<file path="src/rtl/itrd_pkg.sv">
// Package: shared constants, types and a helper function of the radix digit converter.
`timescale 1ns / 1ps
`default_nettype none
package itrd_pkg;

	localparam int VALUE_W       = 32;
	localparam int CHAR_W        = 8;
	localparam int DIGIT_W       = 4;
	localparam int RADIX_W       = 5;
	localparam int CFG_DATA_W    = 64;
	localparam int CFG_INDEX_W   = 2;
	localparam int BITS_PER_STEP = 8;
	localparam int DIV_STEPS     = VALUE_W / BITS_PER_STEP;
	localparam int STEP_CNT_W    = $clog2(DIV_STEPS);

	localparam int MAX_DIGITS_DEF = 32;
	localparam int MAX_RADIX_DEF  = 16;

	localparam logic [RADIX_W-1:0] RADIX_RESET = RADIX_W'(10);
	localparam logic [RADIX_W-1:0] RADIX_MIN   = RADIX_W'(2);
	localparam logic [CHAR_W-1:0]  MINUS_CHAR  = 8'h2D;

	typedef enum logic [CFG_INDEX_W-1:0] {
		REG_RADIX     = 2'd0,
		REG_ALPHA_LOW = 2'd1,
		REG_ALPHA_HI  = 2'd2
	} cfg_reg_t;

	typedef enum logic [1:0] {
		ST_IDLE,
		ST_DIV,
		ST_SIGN,
		ST_EMIT
	} state_t;

	// Looks up the byte code of one digit value in the 16-entry alphabet.
	function automatic logic [CHAR_W-1:0] symbol_for(
		input logic [CFG_DATA_W-1:0] alpha_low,
		input logic [CFG_DATA_W-1:0] alpha_high,
		input logic [DIGIT_W-1:0]    digit
	);
		logic [CFG_DATA_W-1:0] word;
		word = digit[DIGIT_W-1] ? alpha_high : alpha_low;
		return word[{digit[DIGIT_W-2:0], 3'b000} +: CHAR_W];
	endfunction

endpackage
`default_nettype wire

</file>
<file path="src/rtl/itrd_if.sv">
// Interfaces: the integer input channel and the character output channel.
`timescale 1ns / 1ps
`default_nettype none
interface itrd_value_if
	import itrd_pkg::*;
();
	logic                      valid;
	logic                      ready;
	logic signed [VALUE_W-1:0] value;

	modport source (output valid, output value, input ready);
	modport sink   (input valid, input value, output ready);
endinterface

interface itrd_char_if
	import itrd_pkg::*;
();
	logic              valid;
	logic              ready;
	logic [CHAR_W-1:0] character;
	logic              last;

	modport source (output valid, output character, output last, input ready);
	modport sink   (input valid, input character, input last, output ready);
endinterface
`default_nettype wire

</file>
<file path="src/rtl/integer_to_radix_digits_core.sv">
// Top level: signed integer to text conversion in a configurable radix.
`timescale 1ns / 1ps
`default_nettype none
// Usage
// The number channel (valid/ready) carries one signed 32-bit value per
// transaction. The text channel returns its characters one transaction each,
// most significant first, with a leading minus sign for negative values;
// last is high on the final character of the number.
// Configuration goes through a plain write port: cfg_we, cfg_index and
// cfg_data. Index 0 is the radix (clamped to 2..MAX_RADIX), indexes 1 and 2
// are the low and high halves of the 16-entry alphabet. Write it only while
// the block is idle.
// Timing: a single shared long-division unit retires 8 dividend bits per
// cycle. Once the last digit is divided, the sign, if any, goes to the
// output register; then each digit passes through the registered read
// port, and the digits follow one per cycle while the receiver takes them. The number
// channel stays not ready until the last digit has moved to the output
// register, so the next transaction can be taken while that character waits.
// Reset clears the sequencer and the output valid flag and restores radix 10 and
// an all-zero alphabet. When the receiver stalls, the current character
// holds in the output register and emission simply pauses.
module integer_to_radix_digits_core
	import itrd_pkg::*;
#(
	parameter int MAX_DIGITS = MAX_DIGITS_DEF,
	parameter int MAX_RADIX  = MAX_RADIX_DEF
) (
	input  wire logic                   clk,
	input  wire logic                   arst_n,
	itrd_value_if.sink                  number,
	itrd_char_if.source                 text,
	input  wire logic                   cfg_we,
	input  wire logic [CFG_INDEX_W-1:0] cfg_index,
	input  wire logic [CFG_DATA_W-1:0]  cfg_data
);

	localparam int CNT_W  = $clog2(MAX_DIGITS + 1);
	localparam int ADDR_W = $clog2(MAX_DIGITS);

	// Configuration registers.
	logic [RADIX_W-1:0]    radix_q;
	logic [CFG_DATA_W-1:0] alpha_low_q;
	logic [CFG_DATA_W-1:0] alpha_high_q;
	logic [RADIX_W-1:0]    radix_wr;

	// Sequencer and division datapath.
	state_t                state_q, state_d;
	logic                  neg_q;
	logic [VALUE_W-1:0]    work_q;
	logic [DIGIT_W-1:0]    rem_q;
	logic [STEP_CNT_W-1:0] step_q;
	logic [CNT_W-1:0]      cnt_q;
	logic [VALUE_W-1:0]    div_work;
	logic [DIGIT_W-1:0]    div_rem;

	// Digit memory and its registered read port.
	logic [DIGIT_W-1:0]    digit_mem [MAX_DIGITS];
	logic [DIGIT_W-1:0]    rd_q;
	logic                  rd_valid_q;
	logic                  rd_last_q;
	logic [ADDR_W-1:0]     rd_addr;

	// Output register.
	logic                  out_valid_q;
	logic [CHAR_W-1:0]     out_char_q;
	logic                  out_last_q;
	logic                  out_free;

	// Control strobes from the sequencer.
	logic in_take, div_step, digit_done, div_more, sign_load, dig_load, rd_issue;

	// Radix writes are clamped into the supported range.
	always_comb begin
		if (cfg_data[RADIX_W-1:0] < RADIX_MIN) begin
			radix_wr = RADIX_MIN;
		end else if (int'(cfg_data[RADIX_W-1:0]) > MAX_RADIX) begin
			radix_wr = RADIX_W'(MAX_RADIX);
		end else begin
			radix_wr = cfg_data[RADIX_W-1:0];
		end
	end

	always_ff @(posedge clk or negedge arst_n) begin
		if (!arst_n) begin
			radix_q      <= RADIX_RESET;
			alpha_low_q  <= '0;
			alpha_high_q <= '0;
		end else if (cfg_we) begin
			case (cfg_index)
				REG_RADIX:     radix_q      <= radix_wr;
				REG_ALPHA_LOW: alpha_low_q  <= cfg_data;
				REG_ALPHA_HI:  alpha_high_q <= cfg_data;
				default:       ;
			endcase
		end
	end

	// Shared restoring divider: eight quotient bits per cycle. The dividend
	// shifts out of the top of the work word while quotient bits enter at
	// the bottom, so after four steps the work word holds the quotient.
	always_comb begin
		logic [DIGIT_W:0] trial;
		logic [DIGIT_W-1:0] r;
		logic [VALUE_W-1:0] w;
		r = rem_q;
		w = work_q;
		for (int k = 0; k < BITS_PER_STEP; k++) begin
			trial = {r, w[VALUE_W-1]};
			w     = {w[VALUE_W-2:0], 1'b0};
			if (trial >= radix_q) begin
				trial = trial - radix_q;
				w[0]  = 1'b1;
			end
			r = trial[DIGIT_W-1:0];
		end
		div_work = w;
		div_rem  = r;
	end

	assign out_free = !out_valid_q || text.ready;
	assign rd_addr  = ADDR_W'(cnt_q - CNT_W'(1));
	assign div_more = (div_work != '0) && (int'(cnt_q) + 1 < MAX_DIGITS);

	// Sequencer: next state and control strobes.
	always_comb begin
		state_d    = state_q;
		in_take    = 1'b0;
		div_step   = 1'b0;
		digit_done = 1'b0;
		sign_load  = 1'b0;
		dig_load   = 1'b0;
		rd_issue   = 1'b0;
		case (state_q)
			ST_IDLE: begin
				if (number.valid) begin
					in_take = 1'b1;
					state_d = ST_DIV;
				end
			end
			ST_DIV: begin
				div_step = 1'b1;
				if (step_q == STEP_CNT_W'(DIV_STEPS - 1)) begin
					digit_done = 1'b1;
					if (!div_more) begin
						state_d = neg_q ? ST_SIGN : ST_EMIT;
					end
				end
			end
			ST_SIGN: begin
				if (out_free) begin
					sign_load = 1'b1;
					state_d   = ST_EMIT;
				end
			end
			ST_EMIT: begin
				dig_load = out_free && rd_valid_q;
				rd_issue = (cnt_q != '0) && (!rd_valid_q || dig_load);
				if (cnt_q == '0 && !rd_valid_q) begin
					state_d = ST_IDLE;
				end
			end
			default: state_d = ST_IDLE;
		endcase
	end

	assign number.ready = (state_q == ST_IDLE);

	always_ff @(posedge clk or negedge arst_n) begin
		if (!arst_n) begin
			state_q    <= ST_IDLE;
			cnt_q      <= '0;
			step_q     <= '0;
			rd_valid_q <= 1'b0;
		end else begin
			state_q <= state_d;
			if (in_take) begin
				cnt_q  <= '0;
				step_q <= '0;
			end else if (div_step) begin
				step_q <= step_q + STEP_CNT_W'(1);
				if (digit_done) begin
					cnt_q <= cnt_q + CNT_W'(1);
				end
			end else if (rd_issue) begin
				cnt_q <= cnt_q - CNT_W'(1);
			end
			if (rd_issue) begin
				rd_valid_q <= 1'b1;
			end else if (dig_load) begin
				rd_valid_q <= 1'b0;
			end
		end
	end

	// Division payload; the remainder restarts at zero for every digit.
	always_ff @(posedge clk) begin
		if (in_take) begin
			neg_q  <= number.value[VALUE_W-1];
			work_q <= number.value[VALUE_W-1] ? (VALUE_W'(0) - VALUE_W'(number.value))
			                                  : VALUE_W'(number.value);
			rem_q  <= '0;
		end else if (div_step) begin
			work_q <= div_work;
			rem_q  <= digit_done ? '0 : div_rem;
		end
	end

	// Digits are written least significant first and read back from the top.
	always_ff @(posedge clk) begin
		if (digit_done) begin
			digit_mem[cnt_q[ADDR_W-1:0]] <= div_rem;
		end
		if (rd_issue) begin
			rd_q      <= digit_mem[rd_addr];
			rd_last_q <= (cnt_q == CNT_W'(1));
		end
	end

	always_ff @(posedge clk or negedge arst_n) begin
		if (!arst_n) begin
			out_valid_q <= 1'b0;
		end else if (sign_load || dig_load) begin
			out_valid_q <= 1'b1;
		end else if (text.ready) begin
			out_valid_q <= 1'b0;
		end
	end

	always_ff @(posedge clk) begin
		if (sign_load) begin
			out_char_q <= MINUS_CHAR;
			out_last_q <= 1'b0;
		end else if (dig_load) begin
			out_char_q <= symbol_for(alpha_low_q, alpha_high_q, rd_q);
			out_last_q <= rd_last_q;
		end
	end

	assign text.valid     = out_valid_q;
	assign text.character = out_char_q;
	assign text.last      = out_last_q;

endmodule
`default_nettype wire

</file>
<file path="src/flat_wrapper.sv">
// flat-port wrapper written by rule: the top's interface ports become plain ports
module integer_to_radix_digits_core_flat import itrd_pkg::*;
#(
	parameter int MAX_DIGITS = MAX_DIGITS_DEF,
	parameter int MAX_RADIX  = MAX_RADIX_DEF
)
  (clk, arst_n, cfg_we, cfg_index, cfg_data, number_valid, number_value, number_ready, text_valid, text_character, text_last, text_ready);
  itrd_value_if number_i ();
  itrd_char_if text_i ();
  input  wire logic clk;
  input  wire logic arst_n;
  input  wire logic cfg_we;
  input  wire logic [CFG_INDEX_W-1:0] cfg_index;
  input  wire logic [CFG_DATA_W-1:0] cfg_data;
  input wire logic [$bits(number_i.valid)-1:0] number_valid;
  input wire logic [$bits(number_i.value)-1:0] number_value;
  output wire logic [$bits(number_i.ready)-1:0] number_ready;
  output wire logic [$bits(text_i.valid)-1:0] text_valid;
  output wire logic [$bits(text_i.character)-1:0] text_character;
  output wire logic [$bits(text_i.last)-1:0] text_last;
  input wire logic [$bits(text_i.ready)-1:0] text_ready;
  assign number_i.valid = number_valid;
  assign number_i.value = number_value;
  assign number_ready = number_i.ready;
  assign text_valid = text_i.valid;
  assign text_character = text_i.character;
  assign text_last = text_i.last;
  assign text_i.ready = text_ready;
  integer_to_radix_digits_core #(.MAX_DIGITS(MAX_DIGITS), .MAX_RADIX(MAX_RADIX)) u_core (.clk(clk), .arst_n(arst_n), .number(number_i), .text(text_i), .cfg_we(cfg_we), .cfg_index(cfg_index), .cfg_data(cfg_data));
endmodule
</file>
<file path="config.mk">
export PLATFORM = sky130hd
export DESIGN_NAME = integer_to_radix_digits_core_flat
export DESIGN_NICKNAME = d
export VERILOG_FILES = /design/src/rtl/itrd_pkg.sv /design/src/rtl/itrd_if.sv /design/src/rtl/integer_to_radix_digits_core.sv /design/src/flat_wrapper.sv
export SDC_FILE = /design/constraint.sdc
export NUM_CORES = 1
export LEC_CHECK = 0
export BUFFER_PORTS_ARGS = -buffer_cell sky130_fd_sc_hd__buf_2
export CAP_MARGIN = 20
export CELL_PAD_IN_SITES_DETAIL_PLACEMENT = 2
export CELL_PAD_IN_SITES_GLOBAL_PLACEMENT = 2
export CORE_ASPECT_RATIO = 0.75
export CORE_UTILIZATION = 47
export CTS_CLUSTER_DIAMETER = 100
export DETAILED_ROUTE_END_ITERATION = 8
export PLACE_DENSITY_LB_ADDON = 0.1
export SLEW_MARGIN = 20
export SYNTH_ARGS = -nofsm -noshare
export SYNTH_HDL_FRONTEND = slang
export SYNTH_SLANG_ARGS = --single-unit
</file>
<file path="constraint.sdc">
create_clock -name clk -period 32.9 [get_ports clk]
set_clock_uncertainty 0.2 [all_clocks]
set_input_delay 3.29 -clock clk [delete_from_list [all_inputs] [get_ports clk]]
set_output_delay 3.29 -clock clk [all_outputs]
set_load 0.1 [all_outputs]
</file>
==> flow_summary.toml <==
[timing]
slew_headroom_pct = 32.8
drv_slew = 0
fmax_mhz = 72.4
tns_ns = 0
setup_viol = 0
period_minus_slack_ns = 13.82
fin_crit_sh_pct = 42.0
hold_viol = 0
rsz0062_at_grt = "no"
tightest_slew_ns = 1.01

[synth]
synth_seq_cells = 324
synthArstFlopShare_pct = 44.8
synth_ff_type = "edfxtp_1"
mappedNetlistArea_sq_um = 16300
avgSynthCellArea_sq_um = 14.0
ys_warn_count = 0
synth_edf_count = 166
yosysSeqAreaShare_pct = 54.3
synth.distinct_cells = 69
synthCells = 1171
synth_nets = 1333

[min_path]
hold_depth = 2
hold_start = "u_core.text.character[6]"
min_to = "u_core.text.character[6]"
hp-class = "flip-flop to flip-flop"

[die]
initial_core_util_pct = 48.2
core_area_sq_um = 33900
die_w_um = 217
die-area_sq_um = 35500
rows = 58
io_pins = 114
fp.dieH_um = 163

[critical_path]
startpoint_type = "flip-flop"
worst_ep_arrival_time_ns = 14.01
r2r_slack_ns = 19.08
rr_worst_depth = 49
worstReg2RegStart = "u_core.radix_q[1]"
criticalPathCategory = "flip-flop to flip-flop"
end_kind = "flip-flop"
r2r-end = "u_core.state_q[1]"
critical-path-max-stage-delay_ns = 0.75
cp_common_cell = "ha_1"
cp.required_ns = 33.10
crit_slowest_cell = "dfstp_2"
crit_path_max_fanout = 10

[drt]
first_iter_violations = 562
post_drt_wl_per_cell_um = 28.1
postRouteWirelength_mm = 49.4
drcViolationCount = 0
via_count = 10400
firstDrtPassIters = 5
vias_per_cell = 5.94
drtAntennaViolNets = 0

[cts]
path_clk_slew_ns = 0.07
clock_sinks = 324
clk_latency_ns = 0.54
clockRootBuffer = "clkbuf_16"
numCtsBuffers = 34
ctsHoldBuffers = 0
clk_path_buf_depth = 3
clock_tree.htree_level_count = 2
cts_setup_buffers = 0
post_cts_resized = 0
cts_tree = "built"

[cells_and_area]
layout.nets = 1442
drive_gt1_share_pct = 33.2
regArea_sq_um = 8880
nFillCells = 3051
multi_input_area_sq_um = 7100
final_cells = 1757
fin_area_sq_um = 18500
fin_util_pct = 54.6
syn_to_final_growth_pct = 13.3

[placed_design]
portBuffers = 113
dp_hpwl_mm = 33.1
dp.cells = 1694
gp_congestion = 0.805
place_area_sq_um = 17400

[outcome]
status = "finished, final reports clean"

[flow_run]
drv_cap = 0

[grt]
grt_overflow = 0
grt_pass1_wl_mm = 74.9
antenna_found_initial = 5
grt_start_max_net_pins = 92
grt_use_total_pct = 28.4
grt_pass1_vias = 11800
-- cell type report --
type                       count  share of cell area (%)
antenna                        1                  0.0135
clock buffer                  42                    4.93
clock inverter                20                    1.22
inverter                      46                   0.933
multi-input combinational    750                    38.4
sequential                   324                    48.0
tap                          450                    3.04
timing repair buffer         124                    3.54
-- flip-flops by register name (all words and copies together) (netlist names), 4 cells and up --
register	count
u_core.cnt_q	6
u_core.alpha_low_q	64
u_core.radix_q	5
u_core.rd_q	4
u_core.text.character	8
u_core.digit_mem	128
u_core.work_q	32
u_core.alpha_high_q	64
u_core.rem_q	4
-- stage by stage --
step	hold WS [ns]	setup WS, ns
2_1_floorplan	0.245	21.13
3_3_place_gp	0.242	19.71
3_5_place_dp	0.253	18.92
4_1_cts	0.262	18.87
5_1_grt	0.283	18.05
6_report	0.262	19.08
-- placed cells by master, fill, tap and decap left out, types with 6 or more instances in the layout --
master / n
edfxtp_1: 166
dfrtp_1: 142
mux2_2: 138
buf_2: 112
nand2_1: 81
mux4_2: 78
nor2_1: 68
ha_1: 50
inv_1: 45
a21oi_1: 40
clkbuf_16: 35
xor2_1: 33
o21ai_0: 29
o21ai_1: 26
xnor2_1: 20
a21o_1: 18
nand3_1: 15
dfxtp_1: 13
nor2b_1: 11
buf_4: 11
mux2i_1: 10
nand2b_1: 9
nor4_1: 9
nor3_1: 8
fa_1: 8
clkinv_2: 7
o21a_1: 6
a31oi_1: 6
o31ai_2: 6
nand3b_1: 6
clkbuf_1: 6
-- routing by layer --
layer	routed length (um)	up-vias	GRT usage, %	part of all wire [%]
li1	-	4634	-	-
met5	8	-	0	0.016
met2	25400	198	50.2	52
met3	1670	51	3.82	3.4
met4	614	2	5.03	1.2
met1	21600	5556	37.9	44
-- critical path, delay by kind of cell (launching register included) --
kind	cells	cell delay (ns)
flip-flops	1	0.75
buffers and inverters	5	0.71
AND/OR/NAND/NOR	8	1.31
AO/OA/AOI/OAI	24	6.26
multiplexers	4	1.68
adder cells (fa/ha/maj)	8	2.75
-- how the worst max path moves through the flow --
stage                                  from                       to  slack, ns  depth (start not counted)
after global placement    u_core.radix_q[1]  u_core.digit_mem[12][1]      19.71                         47
after detailed placement  u_core.radix_q[1]  u_core.digit_mem[13][1]      18.92                         48
after CTS                 u_core.radix_q[1]  u_core.digit_mem[21][1]      18.87                         48
final                     u_core.radix_q[1]        u_core.state_q[1]      19.08                         49
after global routing      u_core.radix_q[1]        u_core.state_q[1]      18.05                         49
after floorplan           u_core.radix_q[1]   u_core.digit_mem[0][0]      21.13                         47
-- Yosys cell counts (all sizes together), types with 2 or more instances --
| cell | n | share of area (%) |
|---|---|---|
| nor4 | 12 | 0.68 |
| a31oi | 7 | 0.31 |
| inv | 46 | 1.1 |
| dfxtp | 13 | 1.6 |
| nand2 | 82 | 1.9 |
| a211o | 2 | 0.11 |
| a2111oi | 3 | 0.28 |
| mux2 | 139 | 9.6 |
| or3b | 3 | 0.16 |
| dfstp | 2 | 0.32 |
| o21a | 6 | 0.28 |
| or3 | 6 | 0.29 |
| ha | 51 | 3.9 |
| nand2b | 9 | 0.34 |
| a21oi | 41 | 1.3 |
| clkbuf | 38 | 0.87 |
| a21o | 18 | 0.83 |
| nand3 | 16 | 0.52 |
| nor2 | 68 | 1.6 |
| mux2i | 11 | 0.67 |
| nor3 | 8 | 0.24 |
| nand3b | 6 | 0.28 |
| o211ai | 2 | 0.092 |
| xnor2 | 20 | 1.1 |
| o41ai | 8 | 0.61 |
| mux4 | 80 | 11 |
| nand4 | 6 | 0.36 |
| edfxtp | 166 | 31 |
| fa | 8 | 0.98 |
| buf | 13 | 0.44 |
| or2 | 4 | 0.15 |
| nor2b | 11 | 0.42 |
| o21ai | 56 | 1.7 |
| or4 | 6 | 0.32 |
| dfrtp | 143 | 22 |
| a32o | 2 | 0.12 |
| and2 | 3 | 0.11 |
| o31ai | 11 | 0.69 |
| xor2 | 33 | 1.8 |
-- cells by family (layout without fill, tap and decap cells) --
family | after synthesis | after routing | share of synthesized area [%]
AOI/OAI and AO/OA | 165 | 165 | 6.78
xor gates and xnor gates | 53 | 53 | 2.84
adders and majority gates | 59 | 59 | 4.88
and+or+nand+nor | 243 | 243 | 7.50
other | 0 | 1 | 0
muxes | 230 | 230 | 21.3
buffers and inverters | 97 | 232 | 2.37
DFF | 324 | 324 | 54.3
Power is left out: the tool's default activity adds up to more than one toggle a clock period on the data nets, which glitch-free logic cannot reach.
